File: src/hw/rtl/fba_ram.sv
`timescale 1ns / 1ps
// Generic single-clock RAM: one write port, one read port, registered read.
// No dependencies.
module fba_ram #(
   parameter int WIDTH = 32,
   parameter int DEPTH = 128
) (
   input  logic                     clock,
   input  logic                     wr_en,
   input  logic [$clog2(DEPTH)-1:0] wr_addr,
   input  logic [WIDTH-1:0]         wr_data,
   input  logic                     rd_en,
   input  logic [$clog2(DEPTH)-1:0] rd_addr,
   output logic [WIDTH-1:0]         rd_data
);

   logic [WIDTH-1:0] mem [DEPTH];
   logic [WIDTH-1:0] rd_data_ff;

   always_ff @(posedge clock) begin
      if (wr_en) begin
         mem[wr_addr] <= wr_data;
      end
      if (rd_en) begin
         rd_data_ff <= mem[rd_addr];
      end
   end

   assign rd_data = rd_data_ff;

endmodule

File: config.mk
export PLATFORM = sky130hd
export DESIGN_NAME = fba_ram
export DESIGN_NICKNAME = d
export VERILOG_FILES = /design/src/hw/rtl/fba_ram.sv
export SDC_FILE = /design/constraint.sdc
export NUM_CORES = 2
export LEC_CHECK = 0
export BUFFER_PORTS_ARGS = -buffer_cell sky130_fd_sc_hd__buf_2
export CAP_MARGIN = 15
export CORE_ASPECT_RATIO = 1.4
export CORE_MARGIN = 3
export CORE_UTILIZATION = 40
export DETAILED_ROUTE_END_ITERATION = 6
export GPL_TIMING_DRIVEN = 0
export PLACE_DENSITY = 0.5
export SYNTH_ARGS = -nofsm -noshare
export SYNTH_HDL_FRONTEND = slang
export SYNTH_SLANG_ARGS = --single-unit
File: constraint.sdc
create_clock -name clock -period 5.5 [get_ports clock]
set_input_delay 0.55 -clock clock [delete_from_list [all_inputs] [get_ports clock]]
set_output_delay 0.55 -clock clock [all_outputs]
set_load 0.1 [all_outputs]
==> qor_table.md <==
| Result | This run | Unit |
|---|---|---|
| Outcome | finished, final reports clean | - |
| Cell area after placement | 0.169 | mm² |
| Share of the synthesized area in the top cell type | 79.2 | % |
| Leakage power total | 55.0 | nW |
| Total Wirelength | 462 | mm |
| Number of standard-cell rows in the floorplan | 271 | - |
| Post-synthesis average cell area | 26.1 | µm² |
| Routed Antenna Nets | 0 | - |
| Via-to-Cell Ratio | 5.73 | - |
| Layout net count | 6735 | - |
| Die footprint | 0.399 | mm² |
| Worst EP required | 6160 | ps |
| Gate Count Post-Synth | 5990 | - |
| MaxCap Viol Count | 0 | - |
| Share of cells above drive strength 1 | 35.1 | % |
| Number of hold violations in the final report | 0 | - |
| Number of cells upsized or downsized after cts | 0 | - |
| Number of global-route vias before repair | 72900 | - |
| Synth top area cells | edfxtp_1 (79%), mux4_2 (19%), clkbuf_1 (0.44%) | - |
| Clk_lat worst skew | 960 | ps |
| Number of nets produced by synthesis | 6039 | - |
| Count of state elements after synthesis | 4128 | - |
| Initial Utilization | 40.2 | % |
| Clk sinks | 4128 | - |
| Proportion of synthesized chip area in sequential cells | 79.2 | % |
| Most frequent cells in the layout | edfxtp_1 (4128), mux4_2 (1344), clkbuf_16 (402) | - |
| Standard cell core area | 0.390 | mm² |
| DPL Wire Length | 319 | mm |
| Aggregate negative setup slack | 0 | ps |
| First-pass GRT wire length | 627 | mm |
| CP Capture Type | flop | - |
| Number of buffers added by the clock tree synthesis step | 393 | - |
| Shortest period the worst path allows | 4650 | ps |
| Number of DRC markers in iteration 0 | 7688 | - |
| Pre-CTS setup slack | -94.1 | ps |
| Routed wirelength normalized by instance count | 37.7 | µm |
| Width of the chip | 535 | µm |
| Worst IR Drop VDD | 0.290 | mV |
| Die Span Y | 746 | µm |
| Clock Path Buffers | 4 | - |
| Share of the clock period used by the worst path after layout | 84.6 | % |
| Setup repair after global routing missed its margin | no | - |
| Count of unresolved DRC violations after routing | 0 | - |
| Transition time at the pin with the least slew margin | 1210 | ps |
| Worst EP arrival | 5310 | ps |
| Final setup vio count | 0 | - |
| Clock-pin slew on the worst setup and hold paths | 60 | ps |
| Layout Area Growth over Synthesis | 16.0 | % |
| Grt ovf | 0 | - |
| Category of the critical setup timing path | in2reg | - |
| Highest fanout seen on the critical path | 10 | - |
| Placed instance count | 11500 | - |
| Number of slew-limit violations in the final report | 0 | - |
| I/O pin count | 81 | - |
| Startpoint type of the worst setup path | primary input | - |
| Routed vias | 70300 | - |
| Most common cell after layout, fill and taps aside | edfxtp_1 | - |
| Post-CTS Setup Bufs | 0 | - |
| Relative slew margins | 19.1 | % |
| Routability congestion estimate | 0.924 | - |
| Netlist area before placement | 0.157 | mm² |
| DRT Pass-1 Iters | 5 | - |
| H-tree Lvls | 5 | - |
| Clock tree from TritonCTS | done | - |
| Root Buffer | clkbuf_16 | - |
| Setup ws final | 847 | ps |
| Clock Skew | 76.8 | ps |
| Initial antenna violation count | 81 | - |
| Highest achievable clock rate | 215 | MHz |
| Count of port buffers added during placement | 69 | - |
| Power per cell area | 360 | mW/mm² |
| Number of distinct library cell variants in the gate-level netlist after synthesis | 16 | - |
| Layout Cells excl Fill | 12300 | - |
| # hold bufs at CTS | 1 | - |
| End-of-flow core utilization | 46.6 | % |
| Tightest Hold Check Type | in2reg | - |
| Largest area contributor in the synthesized netlist | edfxtp_1 | - |
| Post-route design area | 0.182 | mm² |
| Total global routing track utilization | 23.1 | % |
| Total of fill cells in the finished design | 31600 | - |
| Synthesis Warnings | 0 | - |
| Pin count of the biggest net entering global routing | 85 | - |
## power by group
group	total [mW]	switching [mW]	internal [mW]
clock	26.7	11.7	15.0
sequential	34.8	0.0321	34.8
combinational	4.03	2.67	1.36
## per-layer routing
layer,GRT usage [%],up-vias,wire (µm)
li1,-,27900,-
met1,27.7,39300,167000
met2,40.3,2302,245000
met3,4.40,638,27900
met4,10.7,44,22400
met5,0,-,260
## worst paths after layout
path | startpoint | endpoint | depth (start not counted) | slack [ps]
hold reg to reg | mem[15][15]$_DFFE_PP_ | rd_data[15]$_DFFE_PP_ | 4 | 1280
setup reg to reg | mem[117][12]$_DFFE_PP_ | rd_data[12]$_DFFE_PP_ | 4 | 2610
hold / removal | wr_data[15] | mem[80][15]$_DFFE_PP_ | 1 | 50
setup / recovery | rd_addr[2] | rd_data[30]$_DFFE_PP_ | 9 | 850
## final cells by class
cell class	count	area [µm²]	share of cell area (%)
Antenna cell	86	215	0.118
Timing Repair Buffer	301	5110	2.81
Clock buffer	473	10300	5.68
Tap cell	5187	6490	3.57
Buffer	316	1350	0.742
Clock inverter	227	2020	1.11
Multi-Input combinational cell	1546	32300	17.8
Sequential cell	4128	124000	68.2
## synth_stat cells, drive strengths merged
cell type,count
nor2b,7
mux2,32
edfxtp,4128
or3,1
nand2,14
nor2,122
buf,134
nor3,9
clkbuf,182
nand4,3
nand2b,2
nand3,12
mux4,1344
## worst max-delay path, stage by stage
cell and delay (ps):
clkbuf_1 220, buf_2 770, clkbuf_2 580, buf_16 230, clkbuf_1 820, mux4_2 430, mux4_2 690, mux4_2 580
mux2_2 390
## cell families after synthesis
logic type	synth area share, %
AND/OR/NAND/NOR	0.445
multiplexers	19.6
flip-flops	79.2
buffers and inverters	0.837
## stage by stage
step / total power [mW] / hold WS (ps)
5_1_grt: 67.3 / 32.1
4_1_cts: 66.1 / 0.0606
6_report: 65.5 / 45.2
3_5_place_dp: 39.6 / 1010
3_3_place_gp: 39.4 / 1180
2_1_floorplan: 37.4 / 649
## state kept, by name, summed over array words and instances (netlist names)
name	flops
mem	4096
rd_data	32
Note: power is estimated with default switching activity, not from simulation.
