--- src/hw/rtl/fba_zero_find.sv ---
`timescale 1ns / 1ps
// Lowest-clear-bit finder for one bitmap word.
// No dependencies; used by the allocator top level.
module fba_zero_find #(
   parameter int WORD_BITS = 32
) (
   input  logic [WORD_BITS-1:0]         word,
   output logic                         found,
   output logic [$clog2(WORD_BITS)-1:0] bit_idx
);

   localparam int BW = $clog2(WORD_BITS);

   logic [WORD_BITS-1:0] lowest_zero;

   // ~w & (w + 1) isolates the lowest clear bit; zero when the word is full
   assign lowest_zero = ~word & (word + WORD_BITS'(1));
   assign found = |lowest_zero;

   always_comb begin
      bit_idx = '0;
      for (int k = 0; k < WORD_BITS; k++) begin
         if (lowest_zero[k]) begin
            bit_idx = bit_idx | BW'(k);
         end
      end
   end

endmodule
--- config.mk ---
export PLATFORM = sky130hd
export DESIGN_NAME = fba_zero_find
export DESIGN_NICKNAME = d
export VERILOG_FILES = /design/src/hw/rtl/fba_zero_find.sv
export SDC_FILE = /design/constraint.sdc
export NUM_CORES = 1
export LEC_CHECK = 0
export BUFFER_PORTS_ARGS = -buffer_cell sky130_fd_sc_hd__buf_2
export CORE_AREA = 8 8 45 47
export DETAILED_ROUTE_END_ITERATION = 16
export DIE_AREA = 0 0 53 55
export GPL_TIMING_DRIVEN = 0
export PLACE_DENSITY = 0.64
export SYNTH_ARGS = -nofsm -noshare
export SYNTH_HDL_FRONTEND = slang
export SYNTH_SLANG_ARGS = --single-unit
--- constraint.sdc ---
create_clock -name vclk -period 1.2
set_input_delay 0.06 -clock vclk [all_inputs]
set_output_delay 0.06 -clock vclk [all_outputs]
set_load 0.02 [all_outputs]
==> impl_metrics.xml, run 1 <==
<?xml version="1.0" encoding="UTF-8"?>
<metrics>
  <group name="detailed_routing">
    <metric name="routed-via-count" unit="">707</metric>
    <metric name="route.detailed.drc" unit="">0</metric>
    <metric name="route.detailed.vias_per_inst" unit="">5.36</metric>
    <metric name="drt_iter0_drc" unit="">10</metric>
    <metric name="mean_routed_wirelength_per_cell" unit="µm">14.3</metric>
    <metric name="drt-pass1-iter-count" unit="">4</metric>
    <metric name="drt-total-wl" unit="mm">1.89</metric>
    <metric name="detail-route-antenna-nets" unit="">0</metric>
  </group>
  <group name="synthesis">
    <metric name="synthTopCellsByCount" unit="">sky130_fd_sc_hd__nand2_1 (15), sky130_fd_sc_hd__o21ai_0 (8)</metric>
    <metric name="cell_area_after_synthesis" unit="µm²">400</metric>
    <metric name="syn-instance-count" unit="">71</metric>
    <metric name="ys.warnings.count" unit="">0</metric>
    <metric name="synth_top_area_share" unit="%">14.1</metric>
    <metric name="syn_nets" unit="">103</metric>
    <metric name="synth_area_leader_cell" unit="">sky130_fd_sc_hd__nand2_1</metric>
    <metric name="yosysMostFrequentCell" unit="">sky130_fd_sc_hd__nand2_1</metric>
    <metric name="synth_seq_area_share" unit="%">0</metric>
    <metric name="syn_avg_cell_area" unit="µm²">5.64</metric>
    <metric name="netlist_top_cells_area" unit="">sky130_fd_sc_hd__nand2_1 (14%), sky130_fd_sc_hd__o21ai_0 (10%), sky130_fd_sc_hd__nand4_1 (7.8%)</metric>
    <metric name="synth_cell_type_count" unit="">26</metric>
  </group>
  <group name="pwr">
    <metric name="vdd_drop_max" unit="mV">0.116</metric>
    <metric name="share_seq_of_total_power" unit="%">0</metric>
    <metric name="total_switching_power" unit="W">0.000101</metric>
    <metric name="clkPwrFrac" unit="%">0</metric>
    <metric name="sw_frac_of_total" unit="%">48.2</metric>
    <metric name="p_comb_share" unit="%">100.0</metric>
    <metric name="cell_internal_pwr" unit="W">0.000108</metric>
    <metric name="leakage" unit="nW">0.397</metric>
    <metric name="power_density" unit="nW/µm²">251</metric>
  </group>
  <group name="worst_setup_path">
    <metric name="cp-end-kind" unit="">primary output</metric>
    <metric name="crit_path_cell_trace" unit="">buf_6 &gt; nand4_1 &gt; nor4_4 &gt; and2_4 &gt; nand2b_4 &gt; o211ai_2 &gt; buf_6</metric>
    <metric name="critical-path-slowest-cell" unit="">sky130_fd_sc_hd__nor4_4</metric>
    <metric name="crit_type" unit="">primary input to primary output</metric>
    <metric name="crit_arrival" unit="ns">1.27</metric>
    <metric name="critical_path.startpoint_type" unit="">primary input</metric>
    <metric name="critical_path_cell_count" unit="">7</metric>
    <metric name="critPathBufInv" unit="">2</metric>
    <metric name="cpLargestDelayFamily" unit="">simple AND/OR/NAND/NOR gates</metric>
    <metric name="worst_ep_required_time" unit="ns">1.14</metric>
    <metric name="timing.critical_path.fanout_max" unit="">4</metric>
    <metric name="timing.critical_path.slowest_cell_delay" unit="ns">0.36</metric>
    <metric name="timing.critical_path.mode_cell" unit="">sky130_fd_sc_hd__buf_6</metric>
  </group>
  <group name="sta">
    <metric name="max_clock_freq" unit="MHz">750</metric>
    <metric name="final_critical_path_setup_slack" unit="ns">-0.133</metric>
    <metric name="rsz_0062_raised_after_global_routing" unit="">true</metric>
    <metric name="final.setup.tns" unit="ns">-0.375</metric>
    <metric name="timing_worst_slew_pin_value" unit="ns">0.290</metric>
    <metric name="hold_viol_final" unit="">0</metric>
    <metric name="relSlewSlack" unit="%">80.6</metric>
    <metric name="period_share" unit="%">111</metric>
    <metric name="fin_crit" unit="ns">1.33</metric>
    <metric name="max_slew_violation_count" unit="">0</metric>
    <metric name="worst_hold_check_slack" unit="ns">0.526</metric>
    <metric name="final-setup-viol-count" unit="">5</metric>
  </group>
  <group name="min_path">
    <metric name="start_point_of_the_worst_min_delay_path" unit="">word[9]</metric>
    <metric name="hold_depth" unit="">4</metric>
    <metric name="worstHoldPathType" unit="">primary input to primary output</metric>
    <metric name="hold_path_end" unit="">bit_idx[1]</metric>
  </group>
  <group name="layout">
    <metric name="layout_net_count" unit="">150</metric>
    <metric name="share_of_cells_above_drive_strength_1" unit="%">52.6</metric>
    <metric name="layout.area.seq" unit="µm²">0</metric>
    <metric name="finalCoreUtilization" unit="%">60.1</metric>
    <metric name="stdcell_area" unit="µm²">832</metric>
    <metric name="num-fill-cells" unit="">127</metric>
    <metric name="flops_and_latches" unit="">0</metric>
    <metric name="layout-area-overhead-vs-synth" unit="%">108</metric>
    <metric name="diodes" unit="">0</metric>
    <metric name="n_clock_buffer" unit="">0</metric>
  </group>
  <group name="floorplanning">
    <metric name="floorplan.die.height" unit="µm">55</metric>
    <metric name="io_pins" unit="">38</metric>
    <metric name="core_region_area" unit="µm²">1380</metric>
    <metric name="die_area" unit="µm²">2920</metric>
    <metric name="initial_utilization" unit="%">28.9</metric>
    <metric name="rows" unit="">14</metric>
    <metric name="die_x" unit="µm">53</metric>
  </group>
  <group name="placed_design">
    <metric name="placed_area" unit="µm²">611</metric>
    <metric name="dpl.hpwl" unit="mm">1.33</metric>
    <metric name="buffer_ports.inserted" unit="">38</metric>
    <metric name="globalplace.congestion" unit="">0.771</metric>
  </group>
  <group name="global_routing">
    <metric name="first_pass_grt_wire_length" unit="mm">2.62</metric>
    <metric name="initial_antenna_violation_count" unit="">0</metric>
    <metric name="grt_start_max_net_pins" unit="">6</metric>
    <metric name="grt_usage" unit="%">11.0</metric>
    <metric name="global_route.overflow_total" unit="">0</metric>
    <metric name="number_of_global_route_vias_before_repair" unit="">644</metric>
  </group>
  <group name="run_status">
    <metric name="outcome" unit="">finished, violations left</metric>
    <metric name="violations" unit="">setup timing</metric>
  </group>
  <group name="cts">
    <metric name="post_cts_hold_buffer_count" unit="">0</metric>
  </group>
  <group name="run">
    <metric name="cap_violations" unit="">0</metric>
  </group>
</metrics>
per-layer routing:
layer	share of wire, %	wire length (µm)	global-route usage, %
met1	37	695	12.4
met2	56	1050	20.7
met3	5.8	109	1.87
met4	1.7	33	2.59
met5	0	0	0
area by class of cell:
cell class / count / area [µm²] / area share, %
inverter: 5 / 18.8 / 2.26
timing repair buffer: 45 / 335 / 40.3
tap: 16 / 20.0 / 2.41
multi-input combinational: 66 / 458 / 55.0
cells by family after synthesis:
| kind of cell | share of synthesized area (%) |
|---|---|
| AOI/OAI and AO/OA | 36.9 |
| and+or+nand+nor | 58.4 |
| buffers and inverters | 4.69 |
cell usage in the layout (no fill, tap or decap), types with 2 or more instances in the layout:
cell type,n
sky130_fd_sc_hd__a31oi_1,3
sky130_fd_sc_hd__o21ai_0,6
sky130_fd_sc_hd__a21oi_1,5
sky130_fd_sc_hd__inv_1,5
sky130_fd_sc_hd__nand2_1,14
sky130_fd_sc_hd__buf_6,14
sky130_fd_sc_hd__nand4_1,5
sky130_fd_sc_hd__nand3_2,2
sky130_fd_sc_hd__buf_2,22
sky130_fd_sc_hd__nand4b_1,2
sky130_fd_sc_hd__nand3_1,3
sky130_fd_sc_hd__buf_4,9
sky130_fd_sc_hd__o21ai_1,2
sky130_fd_sc_hd__and2_4,2
sky130_fd_sc_hd__nor2_1,3
sky130_fd_sc_hd__nand2b_1,2
how the worst max path moves through the flow:
stage	startpoint	to	slack (ns)
floorplan	word[10]	bit_idx[2]	0.05
global placement	word[10]	bit_idx[1]	-0.12
detailed placement	word[10]	bit_idx[1]	-0.14
CTS	word[7]	bit_idx[1]	-0.05
global route	word[2]	bit_idx[3]	-0.20
finish	word[7]	bit_idx[1]	-0.13
stage by stage:
| stage | worst slack (ns) | std cells | total power, W |
|---|---|---|---|
| floorplan | 0.0518 | 71 | 0.0000588 |
| global placement | -0.123 | 125 | 0.000147 |
| detailed placement | -0.137 | 125 | 0.000150 |
| CTS | -0.0533 | 131 | 0.000178 |
| global route | -0.198 | 132 | 0.000228 |
| finish | -0.133 | 132 | 0.000209 |
power by group through the flow:
stage / clock (W) / sequential (W) / combinational [W]
detailed placement: 0 / 0 / 0.000150
floorplan: 0 / 0 / 0.0000588
finish: 0 / 0 / 0.000209
CTS: 0 / 0 / 0.000178
global route: 0 / 0 / 0.000228
global placement: 0 / 0 / 0.000147
what timing repair did:
action | in CTS | in global routing
gates resized for setup | 16 | 22
setup buffers | 6 | 3
endpoints found under the setup margin | 6 | 6
endpoints found under the hold margin | 0 | 0
pin swaps | 6 | 10
(Power assumes the default switching activity.)
==> run 2, diff against run 1 <==
--- a/config.mk
+++ b/config.mk
@@ -6,9 +6,9 @@
 export NUM_CORES = 1
 export LEC_CHECK = 0
 export BUFFER_PORTS_ARGS = -buffer_cell sky130_fd_sc_hd__buf_2
-export CORE_AREA = 8 8 45 47
+export CORE_AREA = 2 2 39 41
 export DETAILED_ROUTE_END_ITERATION = 16
-export DIE_AREA = 0 0 53 55
+export DIE_AREA = 0 0 41 43
 export GPL_TIMING_DRIVEN = 0
 export PLACE_DENSITY = 0.64
 export SYNTH_ARGS = -nofsm -noshare
==> run 2 against run 1 <==
Net effect: worst setup slack improved by 0.018 ns; global-route usage increased by 5.2 points; maximum frequency increased by 1.4%; critical path depth unchanged; the flow still finishes with violations (setup timing); critical path type unchanged; utilization decreased by 1.4 points; via count decreased by 1.1%; die area decreased by 40%; clock-buffer cell count unchanged.
==> impl_metrics.xml, run 2 (synthesis results as in run 1) <==
<?xml version="1.0" encoding="UTF-8"?>
<metrics>
  <group name="pwr">
    <metric name="power_density" unit="nW/µm²">247</metric>
    <metric name="vdd_drop_max" unit="mV">0.0967</metric>
    <metric name="totalPowerFinal" unit="W">0.000201</metric>
    <metric name="leakage" unit="nW">0.391</metric>
  </group>
  <group name="run_status">
    <metric name="violations" unit="">setup timing</metric>
    <metric name="outcome" unit="">finished, violations left</metric>
  </group>
  <group name="worst_setup_path">
    <metric name="crit_type" unit="">primary input to primary output</metric>
    <metric name="timing.critical_path.slowest_cell_delay" unit="ns">0.31</metric>
    <metric name="crit_path_cell_trace" unit="">buf_8 &gt; nand4_1 &gt; nor4_4 &gt; and2_4 &gt; nand2b_4 &gt; o211ai_2 &gt; buf_6</metric>
    <metric name="critPathBufInv" unit="">2</metric>
    <metric name="worst_ep_required_time" unit="ns">1.14</metric>
    <metric name="critical_path.startpoint_type" unit="">primary input</metric>
    <metric name="critical-path-slowest-cell" unit="">sky130_fd_sc_hd__nor4_4</metric>
    <metric name="timing.critical_path.fanout_max" unit="">4</metric>
    <metric name="crit_arrival" unit="ns">1.25</metric>
    <metric name="cpLargestDelayFamily" unit="">simple AND/OR/NAND/NOR gates</metric>
    <metric name="cp-end-kind" unit="">primary output</metric>
  </group>
  <group name="detailed_routing">
    <metric name="drt_iter0_drc" unit="">17</metric>
    <metric name="route.detailed.drc" unit="">0</metric>
    <metric name="drt-pass1-iter-count" unit="">4</metric>
    <metric name="drt-total-wl" unit="mm">1.59</metric>
    <metric name="detail-route-antenna-nets" unit="">0</metric>
    <metric name="routed-via-count" unit="">699</metric>
    <metric name="route.detailed.vias_per_inst" unit="">5.26</metric>
    <metric name="mean_routed_wirelength_per_cell" unit="µm">11.9</metric>
  </group>
  <group name="layout">
    <metric name="final-instance-count-excl-fill" unit="">133</metric>
    <metric name="layout.area.seq" unit="µm²">0</metric>
    <metric name="layout-area-overhead-vs-synth" unit="%">103</metric>
    <metric name="flops_and_latches" unit="">0</metric>
    <metric name="diodes" unit="">0</metric>
    <metric name="layout_net_count" unit="">151</metric>
    <metric name="share_of_cells_above_drive_strength_1" unit="%">49.6</metric>
    <metric name="final_common_cell" unit="">sky130_fd_sc_hd__buf_2</metric>
    <metric name="layout_common_cells" unit="">sky130_fd_sc_hd__buf_2 (25), sky130_fd_sc_hd__nand2_1 (15), sky130_fd_sc_hd__buf_6 (11), sky130_fd_sc_hd__buf_4 (9), sky130_fd_sc_hd__o21ai_0 (8)</metric>
    <metric name="n_clock_buffer" unit="">0</metric>
  </group>
  <group name="floorplanning">
    <metric name="core_region_area" unit="µm²">1380</metric>
    <metric name="die_x" unit="µm">41</metric>
    <metric name="io_pins" unit="">38</metric>
    <metric name="initial_utilization" unit="%">28.9</metric>
    <metric name="rows" unit="">14</metric>
    <metric name="floorplan.die.height" unit="µm">43</metric>
    <metric name="die_area" unit="µm²">1760</metric>
  </group>
  <group name="global_routing">
    <metric name="grt_start_max_net_pins" unit="">6</metric>
    <metric name="grt_usage" unit="%">16.2</metric>
    <metric name="first_pass_grt_wire_length" unit="mm">2.15</metric>
    <metric name="global_route.overflow_total" unit="">0</metric>
    <metric name="initial_antenna_violation_count" unit="">0</metric>
    <metric name="number_of_global_route_vias_before_repair" unit="">582</metric>
  </group>
  <group name="placed_design">
    <metric name="buffer_ports.inserted" unit="">38</metric>
    <metric name="globalplace.congestion" unit="">0.746</metric>
    <metric name="numPlacedInstances" unit="">125</metric>
    <metric name="dp_slack" unit="ns">-0.158</metric>
    <metric name="dpl.hpwl" unit="mm">1.07</metric>
  </group>
  <group name="sta">
    <metric name="relSlewSlack" unit="%">83.7</metric>
    <metric name="final-setup-viol-count" unit="">6</metric>
    <metric name="max_slew_violation_count" unit="">0</metric>
    <metric name="timing_worst_slew_pin_value" unit="ns">0.243</metric>
    <metric name="hold_viol_final" unit="">0</metric>
    <metric name="final.setup.tns" unit="ns">-0.455</metric>
    <metric name="worst_hold_check_slack" unit="ns">0.539</metric>
    <metric name="max_clock_freq" unit="MHz">761</metric>
    <metric name="final_critical_path_setup_slack" unit="ns">-0.114</metric>
    <metric name="rsz_0062_raised_after_global_routing" unit="">true</metric>
    <metric name="period_share" unit="%">110</metric>
    <metric name="fin_crit" unit="ns">1.31</metric>
  </group>
  <group name="cts">
    <metric name="post_cts_hold_buffer_count" unit="">0</metric>
  </group>
  <group name="min_path">
    <metric name="hold_depth" unit="">4</metric>
    <metric name="hold_path_end" unit="">bit_idx[1]</metric>
    <metric name="start_point_of_the_worst_min_delay_path" unit="">word[8]</metric>
    <metric name="worstHoldPathType" unit="">primary input to primary output</metric>
  </group>
  <group name="run">
    <metric name="cap_violations" unit="">0</metric>
  </group>
</metrics>
[run 2: changes by cell type in the layout (fill, tap and decap cells not counted), sizes merged]
cell / previous run / this run
buf: 45 / 46
[run 2: cell type report]
class | count | area (µm²)
multi-input combinational | 66 | 442
inverter | 5 | 18.8
fill | 136 | 572
timing repair buffer | 46 | 332
tap | 16 | 20.0
[run 2: metal layers]
metal,share of wire [%],up-vias,GRT usage [%]
met3,4.4,4,0
li1,-,365,-
met2,53,26,28.1
met1,41,304,21.2
met5,0,-,0
met4,1.3,0,3.33
[run 2: repair_timing]
| action | 4_1_cts | 5_1_grt |
|---|---|---|
| setup buffers | 4 | 4 |
| gates resized for setup | 11 | 18 |
| pin swaps | 6 | 4 |
| setup endpoints to repair | 6 | 6 |
[run 2: tightest hold or removal path: cells and delay by family]
| kind | cells | cell delay [ns] |
|---|---|---|
| buf+inv | 2 | 0.24 |
| compound gates | 1 | 0.09 |
| simple gates | 1 | 0.10 |
[run 2: metrics by stage]
step	util, %	instance area [µm²]
final	58.7	812
after global routing	58.7	812
after CTS	50.3	696
after detailed placement	44.1	611
after global placement	44.1	611
after floorplan	-	400
[run 2: how the worst max path moves through the flow]
stage	start	endpoint	slack [ns]	cells after the start
2_1_floorplan	word[10]	bit_idx[2]	0.05	5
3_3_place_gp	word[10]	bit_idx[1]	-0.12	7
3_5_place_dp	word[10]	bit_idx[1]	-0.16	7
4_1_cts	word[7]	bit_idx[1]	-0.11	7
5_1_grt	word[2]	bit_idx[1]	-0.22	7
6_report	word[2]	bit_idx[1]	-0.11	7
[run 2: power breakdown]
group	switching (W)	leakage (nW)	internal, W	total (W)
logic	0.0000966	0.391	0.000104	0.000201
registers	0	0	0	0
clock network	0	0	0	0
total	0.0000966	0.391	0.000104	0.000201
